$ cat src/rtl/bbe_pkg.sv
// Shared constants, a range type and a helper function of the 3x3 box blur core.
package bbe_pkg;

  localparam int MAX_WIDTH_DEF = 1024;
  localparam int CHANNELS_DEF  = 3;
  localparam int QUEUE_DEPTH   = 4;

  localparam int OUT_COL_W    = 10;
  localparam int OUT_ROW_W    = 16;
  localparam int CFG_WIDTH_W  = 11;
  localparam int CFG_HEIGHT_W = 16;
  localparam int APB_ADDR_W   = 3;
  localparam int APB_DATA_W   = 32;

  localparam logic [CFG_WIDTH_W-1:0]  WIDTH_RESET  = 11'd640;
  localparam logic [CFG_HEIGHT_W-1:0] HEIGHT_RESET = 16'd320;

  localparam logic REG_IMAGE_WIDTH  = 1'b0;
  localparam logic REG_IMAGE_HEIGHT = 1'b1;

  // Reciprocal of three, exact for every sum of three 8-bit values.
  localparam int RECIP3       = 683;
  localparam int RECIP3_SHIFT = 11;

  typedef struct packed {
    logic [OUT_COL_W-1:0] xs;
    logic [OUT_ROW_W-1:0] ys;
    logic [1:0]           kxs;
    logic [1:0]           kxe;
    logic [1:0]           kys;
    logic [1:0]           kye;
  } range_t;

  function automatic logic [7:0] div3(input logic [9:0] v);
    logic [19:0] p;
    p = 20'(v) * 20'(RECIP3);
    return p[RECIP3_SHIFT +: 8];
  endfunction

endpackage

$ cat src/rtl/bbe_queue.sv
// Short register queue that carries classified windows from the front end to the back end.
module bbe_queue #(
  parameter int WIDTH = 8,
  parameter int DEPTH = bbe_pkg::QUEUE_DEPTH
) (
  input  logic             clk,
  input  logic             rst,
  input  logic             push,
  input  logic [WIDTH-1:0] din,
  output logic             full,
  input  logic             pop,
  output logic             valid,
  output logic [WIDTH-1:0] dout
);

  localparam int PTR_W = (DEPTH > 1) ? $clog2(DEPTH) : 1;
  localparam int CNT_W = $clog2(DEPTH + 1);

  logic [WIDTH-1:0] slots [DEPTH];
  logic [PTR_W-1:0] wr_ptr;
  logic [PTR_W-1:0] rd_ptr;
  logic [CNT_W-1:0] count;

  assign full  = (count == CNT_W'(DEPTH));
  assign valid = (count != '0);
  assign dout  = slots[rd_ptr];

  always_ff @(posedge clk) begin
    if (rst) begin
      wr_ptr <= '0;
      rd_ptr <= '0;
      count  <= '0;
    end else begin
      if (push) begin
        wr_ptr <= (wr_ptr == PTR_W'(DEPTH - 1)) ? '0 : wr_ptr + PTR_W'(1);
      end
      if (pop) begin
        rd_ptr <= (rd_ptr == PTR_W'(DEPTH - 1)) ? '0 : rd_ptr + PTR_W'(1);
      end
      if (push && !pop) begin
        count <= count + CNT_W'(1);
      end else if (pop && !push) begin
        count <= count - CNT_W'(1);
      end
    end
  end

  always_ff @(posedge clk) begin
    if (push) begin
      slots[wr_ptr] <= din;
    end
  end

endmodule

$ cat config.mk
export PLATFORM = sky130hd
export DESIGN_NAME = bbe_queue
export DESIGN_NICKNAME = d
export VERILOG_FILES = /design/src/rtl/bbe_pkg.sv /design/src/rtl/bbe_queue.sv
export SDC_FILE = /design/constraint.sdc
export NUM_CORES = 1
export LEC_CHECK = 0
export BUFFER_PORTS_ARGS = -buffer_cell sky130_fd_sc_hd__buf_2
export CORE_ASPECT_RATIO = 1.5
export CORE_MARGIN = 3
export CORE_UTILIZATION = 37
export DETAILED_ROUTE_END_ITERATION = 8
export GPL_TIMING_DRIVEN = 0
export PLACE_DENSITY = 0.55
export SLEW_MARGIN = 20
export SYNTH_ARGS = -nofsm -noshare
export SYNTH_HDL_FRONTEND = slang
export SYNTH_SLANG_ARGS = --single-unit
$ cat constraint.sdc
create_clock -name clk -period 2.7 [get_ports clk]
set_input_delay 0.27 -clock clk [delete_from_list [all_inputs] [get_ports clk]]
set_output_delay 0.27 -clock clk [all_outputs]
set_load 0.02 [all_outputs]
==> summary.txt, run 1 <==
Status
  • Status: finished, final reports clean

Power
  • Psw: roughly 0.31 mW
  • Seq pwr share: 53.8%
  • Pleak: 0.702 nW
  • Sw frac: 22.9%
  • Combinational power share: 12.3%
  • Pwr Density: roughly 730 nW/um2
  • Internal power: 1.05 mW
  • Tot Pwr: 1.37 mW
  • Max VDD drop: 425 uV
  • Clk pwr share: 33.9%

Final layout
  • Nets: 133
  • Multi-input gate area: approximately 430 um2
  • Post-layout util: 46.2%
  • ANT cells: 0
  • Register area: 1140 um2
  • Design Area, Final: 1880 um2
  • # fillers: about 380
  • Area grow syn2layout: 17.3%
  • Share of layout cells above drive strength 1: 33.9%

Min path
  • Hold Path Origin: din[7]
  • Hold Path Class: input pin to flop

Clock tree
  • Clock sink count: around 40
  • Post-CTS Repair Setup Buffers: 0
  • Maximum clock insertion buffer count: 2
  • Post-CTS Hold Buffers: 0
  • PostCTS Resize Cnt: 0
  • Clock buffer count from CTS: 5
  • TritonCTS clock tree: done
  • Clk root buf: clkbuf_8
  • Clock-pin slew on the worst setup and hold paths: 0.08 ns
  • Worst skew pair latency: 0.29 ns
  • H-tree Lvls: 2

GRT
  • Largest net degree at the start of global routing: 14
  • Initial antenna violation count: 0
  • Vias in the first global route: 932
  • GRT Util Overall: a little under an eighth
  • First-pass GRT wire length: 4140 um
  • Final global-route overflow total: 0

Critical path
  • Critical-path cell list: buf_6, mux4_2, buf_2
  • Crit Path Category: flop to primary output
  • Critical path capture point type: primary output
  • CP bufs+invs: 2
  • Setup slack, reg-to-reg: 1.21 ns
  • Crit-path slowest cell: mux4_2
  • Worst reg2reg startpoint: count[0]
  • Max incr delay on CP: 0.52 ns
  • Crit-path leading delay family: multiplexers
  • Critical Path AT: around 1.5 ns
  • Worst path required time: 2.43 ns
  • Capture point of the worst reg-to-reg path: count[2]
  • CP startpoint kind: flop
  • Reg2Reg Depth: 4
  • Crit path capture: dout[6]
  • Crit. path cell count: 3
  • Crit-path max FO: 8

STA
  • TNS Setup: 0 ns
  • Fin crit share: ~65%
  • Slew margin rel.: between 60 and 70%
  • Fmax: ~570 MHz
  • Hold Fails Final Rpt: 0
  • Tmin final: 1.74 ns
  • Final hold slack: 0.193 ns
  • Setup Skew: 0.00502 ns
  • Tightest Pin Transition: 0.461 ns
  • Finish-stage setup viols: 0
  • Slew Limit Fails: 0
  • RSZ-0062 raised after global routing: no

Synthesis
  • Mean Syn Cell Area: 18.6 um2
  • Sequential fraction of the synthesis area: slightly above 70%
  • Synth warn: 0
  • Share of the synthesized area in the top cell type: between 60% and 70%
  • Syn Nets: 105
  • Post-Syn Area: about 1600 um2
  • Top post-synthesis cells by area: edfxtp_1 (60%), dfxtp_1 (11%), mux4_2 (11%)
  • Mapped Cells: 86
  • Cell variety after synth: 16
  • Synth Register Bits: 41
  • Top cell type by total area after synthesis: edfxtp_1

Place
  • DP HPWL: 1830 um
  • # port buffers: 21
  • Placed cell areas: 1760 um2
  • GPL Wtd Cong: 0.674

Run
  • Max-capacitance violation count: 0

Drt
  • DR vias: approximately 800
  • WL/cell: approximately 16 um
  • DR DRC count: 0
  • DRT Pass-1 Iters: 4
  • ANT nets after route: 0
  • Initial DRC Count: 11
  • Post-Route WL: 2520 um
  • Vias per inst: about 5.0

Floorplan
  • DIE AREA: about 5200 um2
  • Die height: 86.5 um
  • Io pins: 22
  • Starting density of the core: 39.3%
  • Core ar.: 4060 um2
  • Die W: slightly below 60 um
  • Row count: 28
[final cells by class]
type	count	share of cell area, %
Inverter	4	0.801
Timing Repair Buffer	21	5.60
Clock inverter	1	0.400
Clock buffer	7	5.74
Sequential cell	41	60.8
Tap cell	45	3.00
Multi-Input combinational cell	39	22.7
Buffer	2	0.867
[how the worst min path moves through the flow]
stage	to	slack [ns]	depth (start not counted)
final	slots[3][7]	0.19	1
after global routing	slots[2][1]	0.18	1
after CTS	slots[3][7]	0.18	1
after detailed placement	slots[2][1]	0.49	1
after global placement	count[2]	0.47	2
after floorplan	count[2]	0.34	1
[metal layers]
| metal | GRT usage (%) | part of all wire (%) | vias to the layer above |
|---|---|---|---|
| met3 | 4.77 | 6.3 | 6 |
| met2 | 20.2 | 55 | 25 |
| met1 | 11.0 | 37 | 388 |
| li1 | - | - | 380 |
| met5 | 0 | 0 | - |
| met4 | 5.44 | 2.3 | 0 |
[cells in the final DEF, fill, tap and decap left out, drive strengths merged]
cell | netlist | final
buf | 1 | 22
o21ai | 1 | 1
mux2i | 4 | 4
mux4 | 8 | 8
a21oi | 2 | 2
dfxtp | 9 | 9
nor3b | 2 | 2
clkinvlp | 0 | 1
clkbuf | 1 | 8
xor2 | 2 | 2
or3 | 2 | 2
inv | 4 | 4
edfxtp | 32 | 32
nor2 | 7 | 7
and2 | 4 | 4
ha | 6 | 6
fa | 1 | 1
[synth_stat cells, drive strengths merged]
master / n
xor2: 2
mux2i: 4
a21oi: 2
ha: 6
o21ai: 1
buf: 1
mux4: 8
or3: 2
clkbuf: 1
nor2: 7
dfxtp: 9
fa: 1
and2: 4
nor3b: 2
inv: 4
edfxtp: 32
[per-stage QoR]
| step | setup slack [ns] | instances |
|---|---|---|
| final | 0.958 | 160 |
| after global routing | 0.887 | 160 |
| after CTS | 0.929 | 160 |
| after detailed placement | 0.899 | 152 |
| after global placement | 0.982 | 152 |
| after floorplan | 1.17 | 86 |
[worst register-to-register path, delay by kind of cell (launching register included)]
kind / cells / cell delay, ns
AO/OA/AOI/OAI: 1 / 0.17
XOR/XNOR: 1 / 0.15
adder cells (fa/ha/maj): 1 / 0.44
flip-flops: 1 / 0.36
AND/OR/NAND/NOR: 1 / 0.31
[power groups by stage]
stage,Sequential [mW],Combinational (mW),Clock (mW)
6_report,0.736,0.168,0.464
5_1_grt,0.739,0.189,0.509
4_1_cts,0.736,0.173,0.477
3_5_place_dp,0.751,0.173,0
3_3_place_gp,0.748,0.167,0
2_1_floorplan,0.745,0.118,0
[flip-flops by register name (all words and copies together) (netlist names), named ones only]
register  flops
slots        32
count         3
rd_ptr        2
wr_ptr        2
[logic make-up (layout without fill, tap and decap cells)]
group | after synthesis | after routing | synth area share, %
AOI/OAI and AO/OA | 3 | 3 | 0.939
adders and majority gates | 7 | 7 | 5.95
muxes | 12 | 12 | 13.8
and+or+nand+nor | 15 | 15 | 4.93
DFF | 41 | 41 | 71.4
buffers and inverters | 6 | 35 | 1.96
xor gates and xnor gates | 2 | 2 | 1.10
Note: power is estimated with default switching activity, not from simulation.
==> run 2: changes to the inputs <==
Settings changed: PLACE_DENSITY 0.55 to 0.58.
Clock period 2.7 ns to 1.5 ns, I/O delays scaled along.
==> run 2 against run 1 <==
  * The flow now finishes with violations (negative setup slack)
  * Clock-buffer cell count fell by 2
  * Cell area rose by 4.6%
  * Global-route usage fell by 0.25 points
  * Combinational power rose by 110%
  * Critical endpoint is now dout[0]
  * Sequential power rose by 81%
  * Register-to-register slack got worse by 1.1 ns
==> summary.txt, run 2 (synthesized netlist as in run 1, its figures left out) <==
Place
  • # port buffers: 21
  • DP HPWL: around 1800 um
  • Dpl ws: -0.120 ns
  • GPL Wtd Cong: 0.733
  • Placed Cells: 152
  • Placed cell areas: 1760 um2

Drt
  • Post-Route WL: 2470 um
  • WL/cell: approximately 15 um
  • ANT nets after route: 0
  • DRT Pass-1 Iters: 4
  • DR DRC count: 0
  • Initial DRC Count: 9
  • Vias per inst: 4.94
  • DR vias: around 790

Critical path
  • CP startpoint kind: flop
  • Worst reg2reg startpoint: count[0]
  • Crit Path Category: flop to primary output
  • Capture point of the worst reg-to-reg path: count[2]
  • Critical-path cell list: buf_12, mux4_2, buf_6
  • Setup slack, reg-to-reg: ~0.080 ns
  • Crit-path max FO: 8
  • Crit path capture: dout[0]
  • Critical path capture point type: primary output
  • Critical Path AT: 1.44 ns
  • Reg2Reg Depth: 4
  • Max incr delay on CP: 0.52 ns
  • Crit-path slowest cell: mux4_2
  • Worst path required time: 1.35 ns

Clock tree
  • H-tree Lvls: 2
  • Clk root buf: clkbuf_8
  • TritonCTS clock tree: done
  • Post-CTS Hold Buffers: 0
  • Post-CTS Repair Setup Buffers: 0
  • Clock buffer count from CTS: 5
  • Maximum clock insertion buffer count: 2
  • Clock-pin slew on the worst setup and hold paths: 0.07 ns
  • Worst skew pair latency: 0.29 ns
  • Clock sink count: 41

STA
  • Tightest Pin Transition: 0.439 ns
  • TNS Setup: -0.568 ns
  • Tmin final: 1.59 ns
  • Slew margin rel.: 70.8%
  • Setup Skew: 0.00523 ns
  • RSZ-0062 raised after global routing: yes
  • Hold Fails Final Rpt: 0
  • Slew Limit Fails: 0
  • Final hold slack: between 0.07 and 0.08 ns
  • Finish-stage setup viols: 8
  • Fmax: 631 MHz
  • Fin crit share: 106%
  • Final worst slack: -0.0853 ns

Status
  • Status: finished with violations
  • Violated checks: negative setup slack

Floorplan
  • Starting density of the core: between 30% and 40%
  • Die height: 86.5 um
  • Io pins: 22
  • Row count: 28
  • Core ar.: 4060 um2
  • Die W: 59.7 um
  • DIE AREA: 5160 um2

Final layout
  • Commonest non-fill, non-tap cell in the layout: edfxtp_1
  • Non-Filler Instances: 160
  • Nets: 133
  • Max FFs per register: 32
  • Area grow syn2layout: 22.7%
  • Design Area, Final: 1960 um2
  • Largest registers: slots: 32 flops, count: 3 flops
  • # fillers: 354
  • Post-layout util: roughly 48%
  • Largest register by flop count: slots
  • Most frequent cells in the layout: edfxtp_1 (32), buf_2 (13), mux4_2 (8), buf_6 (8)
  • ANT cells: 0
  • Share of layout cells above drive strength 1: 37.4%

Power
  • Pwr Density: 1370 nW/um2
  • Pleak: between 0.7 and 0.8 nW
  • Tot Pwr: 2.69 mW
  • Max VDD drop: 741 uV

Min path
  • Hold Path Class: input pin to flop

GRT
  • Vias in the first global route: slightly below 900
  • Final global-route overflow total: 0
  • First-pass GRT wire length: 4070 um
  • Initial antenna violation count: 0
  • GRT Util Overall: 11.2%
  • Largest net degree at the start of global routing: 14

Run
  • Max-capacitance violation count: 0
## run 2: changes by cell type in the layout (fill, tap and decap cells not counted), sizes merged
cell      delta
clkinvlp     -1
clkinv       +1
bufinv       +2
clkbuf       -2
## run 2: routing by layer
metal | global-route usage (%) | share of wire [%] | vias to the layer above
met1 | 10.6 | 38 | 384
met5 | 0 | 0 | -
met2 | 19.7 | 54 | 19
met3 | 4.02 | 5.7 | 6
li1 | - | - | 382
met4 | 6.65 | 2.1 | 0
## run 2: where the power goes
group / total (mW) / switching, mW / leakage [nW] / internal [mW]
clock: 1.01 / 0.354 / 0.0681 / 0.661
combinational: 0.352 / 0.179 / 0.297 / 0.174
sequential: 1.33 / 0.0345 / 0.369 / 1.29
## run 2: cell type report
type	count	area (um2)	area share, %
sequential	41	1140	58.3
multi-input combinational	39	433	22.1
timing repair buffer	21	155	7.91
clock buffer	5	68.8	3.51
clock inverter	3	65.1	3.32
tap	45	56.3	2.87
buffer	2	25.0	1.28
inverter	4	15.0	0.765
## run 2: worst min-delay path by stage
stage,cells past startpoint,from,to
after global routing,1,din[2],slots[1][2]
after detailed placement,1,din[5],slots[2][5]
after CTS,1,din[5],slots[2][5]
after global placement,1,din[5],slots[1][5]
final,1,din[5],slots[2][5]
after floorplan,1,rst,count[2]
## run 2: repair_timing
item,in CTS,in global routing
setup endpoints to repair,8,9
pin swaps,0,0
cloned,0,0
endpoints found under the hold margin,0,0
resized for setup,18,4
## run 2: worst max-delay path, delay by kind of cell, from the launching register on
kind / cells / cell delay, ns
buffers and inverters: 2 / 0.29
multiplexers: 1 / 0.52
flip-flops: 1 / 0.34
==> run 3: changes to the inputs <==
Settings changed: ABC_AREA set to 1, PLACE_DENSITY 0.58 to 0.57.
==> run 3 against run 2 <==
  * The flow now finishes without violations
  * Global-route usage increased by 1.9 points
  * First-iteration DRC count rose to 2.8 times the previous value
  * Combinational power hardly changed
  * Largest cell class unchanged
  * Cell area grew 0.57%
==> summary.txt, run 3 <==
Synthesis
  • Synth Flop Type: edfxtp_1
  • Top-count cell post-synth: edfxtp_1
  • Share of the synthesized area in the top cell type: 58.1%
  • Cell variety after synth: 19
  • Top cell type by total area after synthesis: edfxtp_1
  • Mapped Cells: 136
  • Post-synth EDFFs: 32
  • Sequential fraction of the synthesis area: 69.0%
  • Mean Syn Cell Area: 12.2 um2
  • Top post-synthesis cells by area: edfxtp_1 (58%), dfxtp_1 (11%), nor2_1 (5.2%)
  • Synth Register Bits: 41
  • Post-Syn Area: 1650 um2
  • Async SR Flop Fraction: 0%
  • Syn Nets: between 150 and 200
  • Synth warn: 0
  • Top cells by count, synth: edfxtp_1 (32), nor2_1 (23), inv_1 (15), o21ai_0 (15)

Floorplan
  • Starting density of the core: about two fifths
  • Die W: 60.6 um
  • Die height: just under 90 um
  • Io pins: 22
  • Row count: 29
  • Core ar.: 4280 um2
  • DIE AREA: around 5300 um2

Run
  • Max-capacitance violation count: 0

STA
  • Slew Limit Fails: 0
  • Slew margin rel.: 73.1%
  • Fin crit share: 94.8%
  • Fmax: just over 700 MHz
  • Finish-stage setup viols: 0
  • Tmin final: 1.42 ns
  • Setup Skew: approximately 0.01 ns
  • RSZ-0062 raised after global routing: yes
  • Hold Fails Final Rpt: 0
  • Tightest Pin Transition: 0.403 ns

Clock tree
  • H-tree Lvls: 2
  • Maximum clock insertion buffer count: 2
  • Clk root buf: clkbuf_8
  • Post-CTS Hold Buffers: 0
  • TritonCTS clock tree: done
  • Clock-pin slew on the worst setup and hold paths: approximately 0.070 ns
  • Clock buffer count from CTS: 5
  • Clock sink count: 41
  • Worst skew pair latency: around 0.29 ns

GRT
  • Largest net degree at the start of global routing: 13
  • GR Util met1: 13.6%
  • Final global-route overflow total: 0
  • GRT Util Overall: 13.0%
  • Vias in the first global route: between 1000 and 1500
  • Initial antenna violation count: 0
  • GR peak layer: met2
  • Met3 usage: approximately 3.5%
  • First-pass GRT wire length: 4930 um
  • M2 GR Usage: 23.2%

Place
  • DP HPWL: 2200 um
  • GPL Wtd Cong: 0.731
  • # port buffers: 21
  • Placed Cells: 203

Critical path
  • Critical path capture point type: primary output
  • CP startpoint kind: flop
  • Crit-path max FO: 10
  • Critical Path AT: 1.27 ns
  • Crit Path Category: flop to primary output
  • Worst path required time: 1.35 ns

Power
  • Pwr Density: 1220 nW/um2
  • Pleak: 0.803 nW
  • Max VDD drop: 701 uV
  • Tot Pwr: 2.40 mW

Status
  • Status: finished, final reports clean

Drt
  • DR DRC count: 0
  • Initial DRC Count: 25
  • DR vias: ~1100
  • DRT Pass-1 Iters: 4
  • Post-Route WL: between 3000 and 4000 um
  • Vias per inst: 5.01
  • WL/cell: 14.6 um
  • ANT nets after route: 0

Final layout
  • Largest register by flop count: slots
  • Non-Filler Instances: 213
  • Commonest non-fill, non-tap cell in the layout: edfxtp_1
  • Largest registers: slots: 32 flops, count: 3 flops
  • Most frequent cells in the layout: edfxtp_1 (32), nor2_1 (22), buf_2 (19)
  • Max FFs per register: 32
  • Area grow syn2layout: 19.3%
  • ANT cells: 0
  • Share of layout cells above drive strength 1: between 20% and 30%
  • # fillers: around 400
  • Nets: about 190

Min path
  • Hold Path Class: input pin to flop
run 3: kinds of logic (layout without fill, tap and decap cells):
family          count (synthesis)  in the layout  synth area share [%]
fa+ha+maj                       7              7                  5.75
xor+xnor                        1              1                 0.530
buf+inv                        18             49                  4.99
compound gates                 30             30                  10.1
simple gates                   39             39                  9.61
flops                          41             41                  69.0
run 3: repair_timing:
| action | in CTS | in global routing |
|---|---|---|
| setup buffers | 0 | 1 |
| cloned | 0 | 1 |
| setup endpoints to repair | 8 | 5 |
| gates resized for setup | 8 | 5 |
| pin swaps | 1 | 1 |
run 3: final timing paths:
| check | slack [ns] | end | cells past startpoint | from |
|---|---|---|---|---|
| setup / recovery | 0.08 | dout[6] | 4 | flop |
| setup reg to reg | 0.20 | slots[3][1] | 3 | wr_ptr[0] |
| hold / removal | 0.07 | flop | 2 | rst |
| hold reg to reg | 0.54 | flop | 2 | rd_ptr[0] |
run 3: layout make-up:
| cell class | instances | area [um2] | area share (%) |
|---|---|---|---|
| inverter | 16 | 70.1 | 3.55 |
| tap | 46 | 57.6 | 2.92 |
| buffer | 2 | 26.3 | 1.33 |
| multi-input combinational | 77 | 439 | 22.3 |
| timing repair buffer | 23 | 143 | 7.23 |
| clock inverter | 2 | 8.76 | 0.444 |
| clock buffer | 6 | 82.6 | 4.19 |
| sequential | 41 | 1150 | 58.1 |
run 3: where the power goes:
group          internal (mW)  switching (mW)
sequential              1.29          0.0444
combinational          0.136           0.216
clock                  0.364           0.349
total                   1.79           0.609
run 3: worst max-delay path, stage by stage, from the launching register on:
cell and delay [ns]:
dfxtp_4 0.42, buf_6 0.16, o21ai_1 0.08, o22ai_1 0.14, buf_2 0.18
run 3: through the flow:
stage	cell area, um2	hold WS [ns]	setup WS [ns]	utilization (%)	setup TNS [ns]
after detailed placement	1820	0.373	0.0104	42.4	0
final	1970	0.0743	0.0786	46.1	0
after CTS	1920	0.0651	0.00312	44.9	0
after global routing	1970	0.0667	-0.0103	46.1	-0.0103
after floorplan	1650	0.222	0.299	-	0
after global placement	1820	0.361	0.120	42.4	0
run 3: routing by layer:
layer  part of all wire, %  vias to the layer above
li1                      -                      535
met1                    38                      501
met2                    55                       25
met3                   4.8                        7
met4                   2.1                        0
met5                     0                        -
